### src/design/lps_pkg.sv
// Package for the LRU page stack: shared widths, defaults, controller states
// and the command word that passes from the controller to the datapath.
// No dependencies.
package lps_pkg;

  localparam int WAYS_DEF       = 4;
  localparam int PAGE_WIDTH_DEF = 8;
  localparam int IN_PAGE_W      = 8;
  localparam int POS_W          = 2;
  localparam int EVICT_W        = 8;

  typedef enum logic [0:0] {
    ST_IDLE,
    ST_OUT
  } lps_state_t;

  typedef struct packed {
    logic capture;
  } lps_cmd_t;

endpackage

### src/design/lps_ctrl.sv
// Controller for the LRU page stack: accepts one word, then holds the result
// word until it is taken. Depends on lps_pkg.
module lps_ctrl
  import lps_pkg::*;
(
  input  logic     clk,
  input  logic     rst_n,
  input  logic     in_valid,
  output logic     in_ready,
  output logic     out_valid,
  input  logic     out_ready,
  output lps_cmd_t cmd
);

  lps_state_t state_r;
  lps_state_t state_nxt;

  always_ff @(posedge clk) begin
    if (!rst_n) begin
      state_r <= ST_IDLE;
    end else begin
      state_r <= state_nxt;
    end
  end

  always_comb begin
    state_nxt = state_r;
    case (state_r)
      ST_IDLE: begin
        if (in_valid) begin
          state_nxt = ST_OUT;
        end
      end
      ST_OUT: begin
        if (out_ready) begin
          state_nxt = ST_IDLE;
        end
      end
      default: state_nxt = ST_IDLE;
    endcase
  end

  always_comb begin
    in_ready    = 1'b0;
    out_valid   = 1'b0;
    cmd.capture = 1'b0;
    case (state_r)
      ST_IDLE: begin
        in_ready    = 1'b1;
        cmd.capture = in_valid;
      end
      ST_OUT: begin
        out_valid = 1'b1;
      end
      default: begin
        in_ready  = 1'b0;
        out_valid = 1'b0;
      end
    endcase
  end

`ifndef SYNTHESIS
  a_no_accept_while_busy: assert property (@(posedge clk) disable iff (!rst_n)
    out_valid |-> !in_ready)
    else $error("input taken while a result word is pending");
  a_result_follows_accept: assert property (@(posedge clk) disable iff (!rst_n)
    cmd.capture |=> out_valid)
    else $error("accepted word did not produce a result word");
  a_result_held: assert property (@(posedge clk) disable iff (!rst_n)
    out_valid && !out_ready |=> out_valid)
    else $error("result word dropped before it was taken");
`endif

endmodule

### src/design/lps_datapath.sv
// Datapath for the LRU page stack: recency-ordered slots with valid bits,
// parallel compare, shift and the registered result word. Depends on lps_pkg.
module lps_datapath
  import lps_pkg::*;
#(
  parameter int WAYS       = WAYS_DEF,
  parameter int PAGE_WIDTH = PAGE_WIDTH_DEF
) (
  input  logic                 clk,
  input  logic                 rst_n,
  input  lps_cmd_t             cmd,
  input  logic [IN_PAGE_W-1:0] in_page,
  output logic                 res_hit,
  output logic [POS_W-1:0]     res_hit_position,
  output logic                 res_evicted_valid,
  output logic [EVICT_W-1:0]   res_evicted_page
);

  localparam int IDX_W = (WAYS > 1) ? $clog2(WAYS) : 1;
  localparam int CNT_W = $clog2(WAYS + 1);

  logic [PAGE_WIDTH-1:0] slot_page_r   [WAYS];
  logic [PAGE_WIDTH-1:0] slot_page_nxt [WAYS];
  logic [WAYS-1:0]       slot_valid_r;
  logic [WAYS-1:0]       slot_valid_nxt;

  logic [PAGE_WIDTH-1:0] pg;
  logic [WAYS-1:0]       hit_vec;
  logic [IDX_W-1:0]      match_idx;
  logic [CNT_W-1:0]      fill;
  logic                  found;
  logic                  full;
  logic [31:0]           match_ext;

  logic                  hit_r;
  logic [POS_W-1:0]      pos_r;
  logic                  ev_valid_r;
  logic [EVICT_W-1:0]    ev_page_r;

  assign pg        = PAGE_WIDTH'(in_page);
  assign found     = |hit_vec;
  assign full      = &slot_valid_r;
  assign match_ext = 32'(match_idx);

  always_comb begin
    match_idx = '0;
    fill      = CNT_W'(WAYS);
    for (int i = WAYS - 1; i >= 0; i--) begin
      hit_vec[i] = slot_valid_r[i] && (slot_page_r[i] == pg);
      if (hit_vec[i]) begin
        match_idx = IDX_W'(i);
      end
      if (!slot_valid_r[i]) begin
        fill = CNT_W'(i);
      end
    end
  end

  always_comb begin
    for (int i = 0; i < WAYS; i++) begin
      slot_page_nxt[i]  = slot_page_r[i];
      slot_valid_nxt[i] = slot_valid_r[i];
      if (found) begin
        if (CNT_W'(i + 1) == fill) begin
          slot_page_nxt[i] = pg;
        end else if ((IDX_W'(i) >= match_idx) && (CNT_W'(i + 1) < fill)) begin
          slot_page_nxt[i] = slot_page_r[(i + 1) % WAYS];
        end
      end else if (!full) begin
        if (CNT_W'(i) == fill) begin
          slot_page_nxt[i]  = pg;
          slot_valid_nxt[i] = 1'b1;
        end
      end else begin
        if (i == WAYS - 1) begin
          slot_page_nxt[i] = pg;
        end else begin
          slot_page_nxt[i] = slot_page_r[(i + 1) % WAYS];
        end
      end
    end
  end

  always_ff @(posedge clk) begin
    if (!rst_n) begin
      slot_valid_r <= '0;
    end else if (cmd.capture) begin
      slot_valid_r <= slot_valid_nxt;
    end
  end

  always_ff @(posedge clk) begin
    if (!rst_n) begin
      for (int i = 0; i < WAYS; i++) begin
        slot_page_r[i] <= '0;
      end
    end else if (cmd.capture) begin
      slot_page_r <= slot_page_nxt;
    end
  end

  always_ff @(posedge clk) begin
    if (cmd.capture) begin
      hit_r      <= found;
      pos_r      <= found ? match_ext[POS_W-1:0] : '0;
      ev_valid_r <= !found && full;
      ev_page_r  <= (!found && full) ? EVICT_W'(slot_page_r[0]) : '0;
    end
  end

  assign res_hit           = hit_r;
  assign res_hit_position  = pos_r;
  assign res_evicted_valid = ev_valid_r;
  assign res_evicted_page  = ev_page_r;

`ifndef SYNTHESIS
  a_valid_packed: assert property (@(posedge clk) disable iff (!rst_n)
    (slot_valid_r & (slot_valid_r + 1'b1)) == '0)
    else $error("valid slots are not packed from the oldest end");
  a_hit_no_evict: assert property (@(posedge clk) disable iff (!rst_n)
    cmd.capture |=> !(res_hit && res_evicted_valid))
    else $error("hit and eviction reported for the same word");
  a_evict_only_full: assert property (@(posedge clk) disable iff (!rst_n)
    cmd.capture && !full |=> !res_evicted_valid)
    else $error("eviction reported with a free slot");
  a_full_stays_full: assert property (@(posedge clk) disable iff (!rst_n)
    full |=> full)
    else $error("occupancy dropped on a full stack");
`endif

endmodule

### src/design/lru_page_stack_unit.sv
// Each accepted word is looked up and the stack is updated in the cycle it is
// accepted; the result word appears from the next cycle and is held in the
// output register until taken. The controller takes no new word while a
// result waits, so it accepts the next word only after that result is taken.
// Top level of the LRU page stack. Depends on lps_pkg, lps_ctrl, lps_datapath.
module lru_page_stack_unit
  import lps_pkg::*;
#(
  parameter int WAYS       = WAYS_DEF,
  parameter int PAGE_WIDTH = PAGE_WIDTH_DEF
) (
  input  logic                 clk,
  input  logic                 rst_n,
  input  logic                 in_valid,
  output logic                 in_ready,
  input  logic [IN_PAGE_W-1:0] in_page,
  output logic                 out_valid,
  input  logic                 out_ready,
  output logic                 out_hit,
  output logic [POS_W-1:0]     out_hit_position,
  output logic                 out_evicted_valid,
  output logic [EVICT_W-1:0]   out_evicted_page
);

  lps_cmd_t cmd;

  lps_ctrl u_ctrl (
    .clk       (clk),
    .rst_n     (rst_n),
    .in_valid  (in_valid),
    .in_ready  (in_ready),
    .out_valid (out_valid),
    .out_ready (out_ready),
    .cmd       (cmd)
  );

  lps_datapath #(
    .WAYS       (WAYS),
    .PAGE_WIDTH (PAGE_WIDTH)
  ) u_datapath (
    .clk               (clk),
    .rst_n             (rst_n),
    .cmd               (cmd),
    .in_page           (in_page),
    .res_hit           (out_hit),
    .res_hit_position  (out_hit_position),
    .res_evicted_valid (out_evicted_valid),
    .res_evicted_page  (out_evicted_page)
  );

endmodule

### config.mk
export PLATFORM = sky130hd
export DESIGN_NAME = lru_page_stack_unit
export DESIGN_NICKNAME = d
export VERILOG_FILES = /design/src/design/lps_pkg.sv /design/src/design/lps_ctrl.sv /design/src/design/lps_datapath.sv /design/src/design/lru_page_stack_unit.sv
export SDC_FILE = /design/constraint.sdc
export NUM_CORES = 1
export LEC_CHECK = 0
export BUFFER_PORTS_ARGS = -buffer_cell sky130_fd_sc_hd__clkbuf_2
export CAP_MARGIN = 40
export CORE_MARGIN = 5
export CORE_UTILIZATION = 45
export DETAILED_ROUTE_END_ITERATION = 8
export GPL_ROUTABILITY_DRIVEN = 0
export PLACE_DENSITY = 0.63
export SETUP_SLACK_MARGIN = 0.4
export SKIP_CTS_REPAIR_TIMING = 1
export SLEW_MARGIN = 15
export SYNTH_ARGS = -nofsm -noshare
export SYNTH_HDL_FRONTEND = slang
export SYNTH_SLANG_ARGS = --single-unit
### constraint.sdc
create_clock -name clk -period 7.17 [get_ports clk]
set_clock_uncertainty 0.1 [all_clocks]
set_input_delay 1.434 -clock clk [delete_from_list [all_inputs] [get_ports clk]]
set_output_delay 1.434 -clock clk [all_outputs]
set_load 0.005 [all_outputs]
Yosys cells after proc, flatten, opt, wreduce, memory -nomap -nowiden
Index checks and enable logic that the tools add are counted.
{"block": "classes", "n_lt_le_gt_ge": 8, "n_eq_ne": 12, "mux": 34, "bitwise_logic": 3, "n_reduce_logical": 25}
{"op": "$mux 8", "n": 20}
{"op": "$eq 8x8->1", "n": 4}
{"op": "$reduce_and 4->1", "n": 5}
{"op": "$mux 3", "n": 4}
{"op": "$ne 3x3->1 const B", "n": 4}
{"op": "$reduce_and 3->1", "n": 4}
{"op": "$reduce_bool 3->1", "n": 4}
{"op": "$logic_and 1x1->1", "n": 9}
{"op": "$mux 2", "n": 4}
{"op": "$eq 2x3->1 const A", "n": 2}
{"op": "$lt 2x3->1 const A", "n": 2}
{"op": "$mux 1", "n": 5}
{"op": "$ge 1x2->1 const A", "n": 2}
{"op": "$ge 2x2->1 const A", "n": 2}
{"op": "$reduce_or 4->1", "n": 1}
{"op": "$eq 1x3->1 const A", "n": 1}
{"op": "$eq 3x3->1 const A", "n": 1}
{"op": "$logic_not 3->1", "n": 1}
{"op": "$lt 1x3->1 const A", "n": 1}
{"op": "$lt 3x3->1 const A", "n": 1}
{"op": "$not 1->1", "n": 3}
{"op": "$pmux 1 s2", "n": 1}
{"op": "$logic_not 1->1", "n": 1}
{"block": "word_totals", "reg_bits": 49, "out_inout_bits": 14, "word_cells": 95}

Logic depth before layout (Yosys ltp)
{"block": "logic_depth", "ltp_word": 11, "mapped_depth": 10}

Modules after synthesis
Synthesis repeated with hierarchy kept, for this count alone.
{"block": "unflattened", "cells_unflattened": 260, "area_unflattened_um2": 2631.3}
{"module": "lps_datapath", "n_inst": 1, "cells_per_inst": 255, "area_per_inst_um2": 2587.5}
{"module": "lps_ctrl", "n_inst": 1, "cells_per_inst": 5, "area_per_inst_um2": 43.8}

Worst setup path after synthesis
Ideal clock, no wire load.
{"block": "synth_path", "path_kind": "in2reg", "from": "in in_page[2]", "to": "reg u_datapath.slot_page_r[16] (netlist name)", "arrival_ps": 3342, "required_time_ps": 6951, "path_slack_ps": 3609, "stages": 9, "path_buffers": 2, "cell_sequence": "buf_4 -> xnor2_1 -> nand4_1 -> nor3_2 -> nor4_4 -> mux2_4 -> a221o_1 -> buf_6 -> mux2i_1"}
{"block": "synth_via", "elab_chain_cells": 10, "word_cells_on_any_way": 19, "classes_between": "1 x order compare; 5 x eq/ne; 5 x mux; 8 x reduce/logical"}
{"item": "start: declaration", "line": "lru_page_stack_unit.sv:16", "rtl": "input logic [IN_PAGE_W-1:0] in_page,"}
{"item": "$eq 8x8->1", "line": "lps_datapath.sv:49", "rtl": "hit_vec[i] = slot_valid_r[i] && (slot_page_r[i] == pg);"}
{"item": "$logic_and 1x1->1", "line": "lps_datapath.sv:49"}
{"item": "$mux 2 (4 in a row)", "line": "lps_datapath.sv:50", "rtl": "if (hit_vec[i]) begin"}
{"item": "$ge 1x2->1", "line": "lps_datapath.sv:66", "rtl": "end else if ((IDX_W'(i) >= match_idx) && (CNT_W'(i + 1) < fill)) begin"}
{"item": "$logic_and 1x1->1", "line": "lps_datapath.sv:66"}
{"item": "$ne 3x3->1 (no line)"}
{"item": "$reduce_and 3->1 (no line)"}
{"item": "end signal: assignment", "line": "lps_datapath.sv:98", "rtl": "slot_page_r <= slot_page_nxt;"}
{"item": "end: declaration", "line": "lps_datapath.sv:22", "rtl": "logic [PAGE_WIDTH-1:0] slot_page_r [WAYS];"}
Several ways; a longest one is shown, not always the timed one.
A chain may end at the register's enable or synchronous reset.

Worst setup path in the final report
{"block": "layout_path", "from": "in in_page[2]", "to": "reg u_datapath.slot_page_r[17] (netlist name)"}
The elaborated chain is that of the path after synthesis.

==> Implementation_results.wiki <==
{| class="wikitable"
! Metric !! Value
|-
| Crit start category || input pin
|-
| Buffering stage count on the worst path with inverters included || 2
|-
| Hpwl dp || 4.810 mm
|-
| Largest family of logic cells by synthesized area || compound AO/OA/AOI/OAI gates
|-
| Detail Route Antenna Nets || 0
|-
| Flip-flop and latch count after synthesis || 49
|-
| Setup repair after global routing missed its margin || false
|-
| Cell family with the largest share of critical-path delay || simple AND/OR/NAND/NOR gates
|-
| TritonCTS clock tree || built
|-
| Register clock-pin slew on the reported worst setup and hold paths || 0.09 ns
|-
| Transition time at the pin with the least slew margin || 0.8208 ns
|-
| Area fraction in and, or, nand and nor cells after synthesis || 0.1587
|-
| Drt initial violations || 86
|-
| Wire length of the first global-routing pass || 11.07 mm
|-
| IO Port Bufs || 25
|-
| Data arrival, critical path || 4.17 ns
|-
| Antenna Cells || 0
|-
| Starting density of the core || 0.4608
|-
| PD cells || 186.5 nW/um^2
|-
| Syn Std Cell Area || 2909 um^2
|-
| Adder-Cell Fraction of Synth Area || 0
|-
| CP Max Fanout || 30
|-
| Proportion of power drawn by the clock network || 0.350
|-
| Vias per cell || 5.674
|-
| # clock sinks || 49
|-
| Number of buffers on the longest clock path || 2
|-
| Peak Freq || 244.7 MHz
|-
| Layout Area Growth over Synthesis || 6.753%
|-
| Worst reg2reg path endpoint || u_datapath.slot_page_r[17]
|-
| Worst r2r src || u_datapath.slot_page_r[11]
|-
| Setup CP Type || input pin to flop
|-
| Number of fill cells in the layout || 595
|-
| Core Region || 6314 um^2
|-
| Final Cycle Share || 0.5699
|-
| Global-route usage over all layers || 0.1621
|-
| Number of optimization iterations in the first detailed-route pass || 4
|-
| Outcome || finished, final reports clean
|-
| Synthesized area divided by synthesized cell count || 9.697 um^2
|-
| Drt wl/cell || 16.98 um
|-
| Full die area || 8172 um^2
|-
| XOR/XNOR Fraction of Synth Area || 0.09634
|-
| Highest ir drop seen on vdd || 0.0001074 V
|-
| Final cell utilization of the core || 0.4919
|-
| Number of warnings printed during yosys synthesis || 0
|-
| Vertical die dimension || 90.40 um
|-
| Number of rows created at floorplan || 29
|-
| Number of antenna violations at the first check in global routing || 0
|-
| Count of boundary I/O pins || 26
|-
| Library cell used as clock root buffer || clkbuf_8
|-
| Number of remaining DRC errors || 0
|-
| Type of element capturing the critical path || flop
|-
| Total length of routed wires || 6.554 mm
|-
| # H-tree levels || 2
|-
| Endpoints failing hold || 0
|-
| Clock Latency Late Sink || 0.31 ns
|-
| Final sum of negative setup slack || 0 ns
|-
| Worst path required time || 7.25 ns
|-
| Pin count of the biggest net entering global routing || 31
|-
| Worst slack, placed || 2.768 ns
|-
| Share of total power consumed by net switching || 0.2584
|-
| Number of different library cells in the post-synthesis netlist || 40
|-
| Setup-violating endpoint count in the final report || 0
|-
| Number of max-slew violations in the final report || 0
|-
| Ratio of cells with drive above 1 in the final layout || 0.2071
|-
| Number of gates on the worst path with buffers counted || 9
|-
| Reg-to-reg slack, setup || 4.09 ns
|-
| Leakage component of the power || 1.245 nW
|-
| Cells on worst reg2reg path || 8
|-
| Number of global-route vias before repair || 2214
|-
| Final setup slack of the worst path || 3.084 ns
|-
| Largest stage delay on the critical path || 0.62 ns
|-
| Multiplexer share of the synthesized area || 0.09935
|-
| Number of max-cap violations || 0
|-
| Net count of the finished layout || 320
|-
| Remaining global-route overflow || 0
|-
| Path category of the worst min-delay check || flop to flop
|-
| Width of the chip || 90.40 um
|-
| Startpoint of the most critical setup path || in_page[2]
|-
| Minimum period implied by the final worst setup slack || 4.086 ns
|-
| Total internal power || 0.4294 mW
|-
| Post-synth net total || 312
|-
| Share of the synthesized area in compound gates (AO/OA/AOI/OAI) || 0.1914
|-
| Comb pwr share || 0.127
|-
| Part of the Yosys area used for sequential elements || 0.3785
|-
| Slowest cell on the critical path || nor4_4
|-
| Critical path cell sequence || clkbuf_2 -> xnor2_1 -> nand4_1 -> nor3_2 -> nor4_4 -> buf_4 -> mux2_4 -> a221o_1 -> mux2i_1
|-
| Sequential share of power || 0.523
|-
| Net Sw Power || 0.1496 mW
|-
| Setup crit end || u_datapath.slot_page_r[17]
|-
| Overall Power || 0.5790 mW
|-
| Total vias in the final route || 2190
|-
| Post-Synthesis Cells || 300
|-
| Max_slew headroom || 0.4522
|-
| Number of buffers created by CTS || 5
|}
cell usage after synthesis (all sizes together):
library cell	count	area [um^2]
a211oi	10	120.1
or3	2	12.51
a31oi	10	62.56
o32ai	1	8.760
xnor2	32	280.3
o211ai	1	7.510
or2	1	6.260
a22oi	8	60.06
edfxtp	12	360.4
nand2b	1	6.260
nor4	1	21.27
or4	1	7.510
o21ai	8	40.04
nand3b	9	71.32
dfxtp	37	740.7
mux2	2	26.27
o31ai	1	7.510
nand4	5	31.28
o2111ai	8	70.07
and3	9	56.30
mux2i	25	262.8
nand3	15	75.07
nor2	8	30.03
buf	16	142.6
nor3	5	57.55
nand2	23	86.33
a31o	8	70.07
a21oi	20	100.1
inv	8	30.03
a221o	1	10.01
clkbuf	12	47.55
sequential cells by signal (all words and copies together) (netlist names):
signal / count
u_datapath.res_evicted_page: 8
u_datapath.slot_valid_r: 4
u_datapath.res_hit: 1
u_datapath.res_hit_position: 2
u_datapath.res_evicted_valid: 1
u_ctrl.state_r: 1
u_datapath.slot_page_r: 32
how the worst min path moves through the flow:
stage          slack (ns)                        end                       from  depth (start not counted)
2_1_floorplan        0.36  u_datapath.slot_page_r[0]  u_datapath.slot_page_r[0]                          2
3_3_place_gp         0.37  u_datapath.slot_page_r[4]  u_datapath.slot_page_r[4]                          2
3_5_place_dp         0.38  u_datapath.slot_page_r[4]  u_datapath.slot_page_r[4]                          2
4_1_cts              0.39  u_datapath.slot_page_r[2]  u_datapath.slot_page_r[2]                          2
5_1_grt              0.41  u_datapath.slot_page_r[2]  u_datapath.slot_page_r[2]                          2
6_report             0.39  u_datapath.slot_page_r[4]  u_datapath.slot_page_r[4]                          2
layout make-up:
type	instances	area, um^2	share of cell area
Clock inverter	3	46.29	0.01491
Tap cell	77	96.34	0.03102
Clock buffer	5	68.82	0.02216
Timing Repair Buffer	29	175.2	0.05641
Inverter	8	30.03	0.009670
Sequential cell	49	1101	0.3546
Multi-Input combinational cell	215	1588	0.5113
through the flow:
stage / area, um^2 / hold WS, ns / cells
final: 3105 / 0.3878 / 386
after global routing: 3105 / 0.4059 / 386
after detailed placement: 2983 / 0.3757 / 377
after CTS: 3098 / 0.3888 / 385
after floorplan: 2909 / 0.3568 / 300
after global placement: 2955 / 0.3684 / 376
cell usage in the layout (no fill, tap or decap), types with 2 or more instances in the layout:
cell | netlist | routed
nor2_1 | 8 | 8
nand4_1 | 5 | 5
inv_1 | 8 | 8
a211oi_2 | 9 | 9
mux2i_1 | 24 | 24
nand2_1 | 23 | 23
a31oi_1 | 10 | 10
nand3b_1 | 8 | 8
nor3_2 | 2 | 2
a21oi_1 | 20 | 20
nand3_1 | 15 | 15
edfxtp_1 | 12 | 12
and3_1 | 9 | 9
xnor2_1 | 32 | 32
o2111ai_1 | 8 | 8
a22oi_1 | 8 | 8
a31o_2 | 8 | 8
clkbuf_8 | 0 | 5
buf_4 | 5 | 3
dfxtp_1 | 37 | 37
clkbuf_2 | 2 | 25
or3_1 | 2 | 2
o21ai_0 | 8 | 8
nor3_4 | 2 | 2
metal layers:
layer  share of wire  vias up  GRT usage
met4           0.012        0    0.04591
li1                -     1120          -
met1            0.46     1029     0.2062
met2            0.50       33     0.2835
met5               0        -          0
met3           0.025        8    0.02417
cells by family after synthesis:
family                 count (synthesis)
AO/OA/AOI/OAI                         76
XOR/XNOR                              32
buffers and inverters                 36
flip-flops                            49
multiplexers                          27
AND/OR/NAND/NOR                       80
worst min-delay path: stages (launching register included):
cell and delay (ns):
dfxtp_1 0.34, nand2_1 0.06, a21oi_1 0.05
power groups by stage:
| stage | combinational (mW) | clock [mW] | sequential [mW] |
|---|---|---|---|
| finish | 0.0734 | 0.203 | 0.303 |
| floorplan | 0.0619 | 0 | 0.306 |
| global route | 0.0817 | 0.219 | 0.305 |
| CTS | 0.0739 | 0.208 | 0.303 |
| detailed placement | 0.0734 | 0 | 0.309 |
| global placement | 0.0702 | 0 | 0.309 |
(Power assumes the default switching activity.)
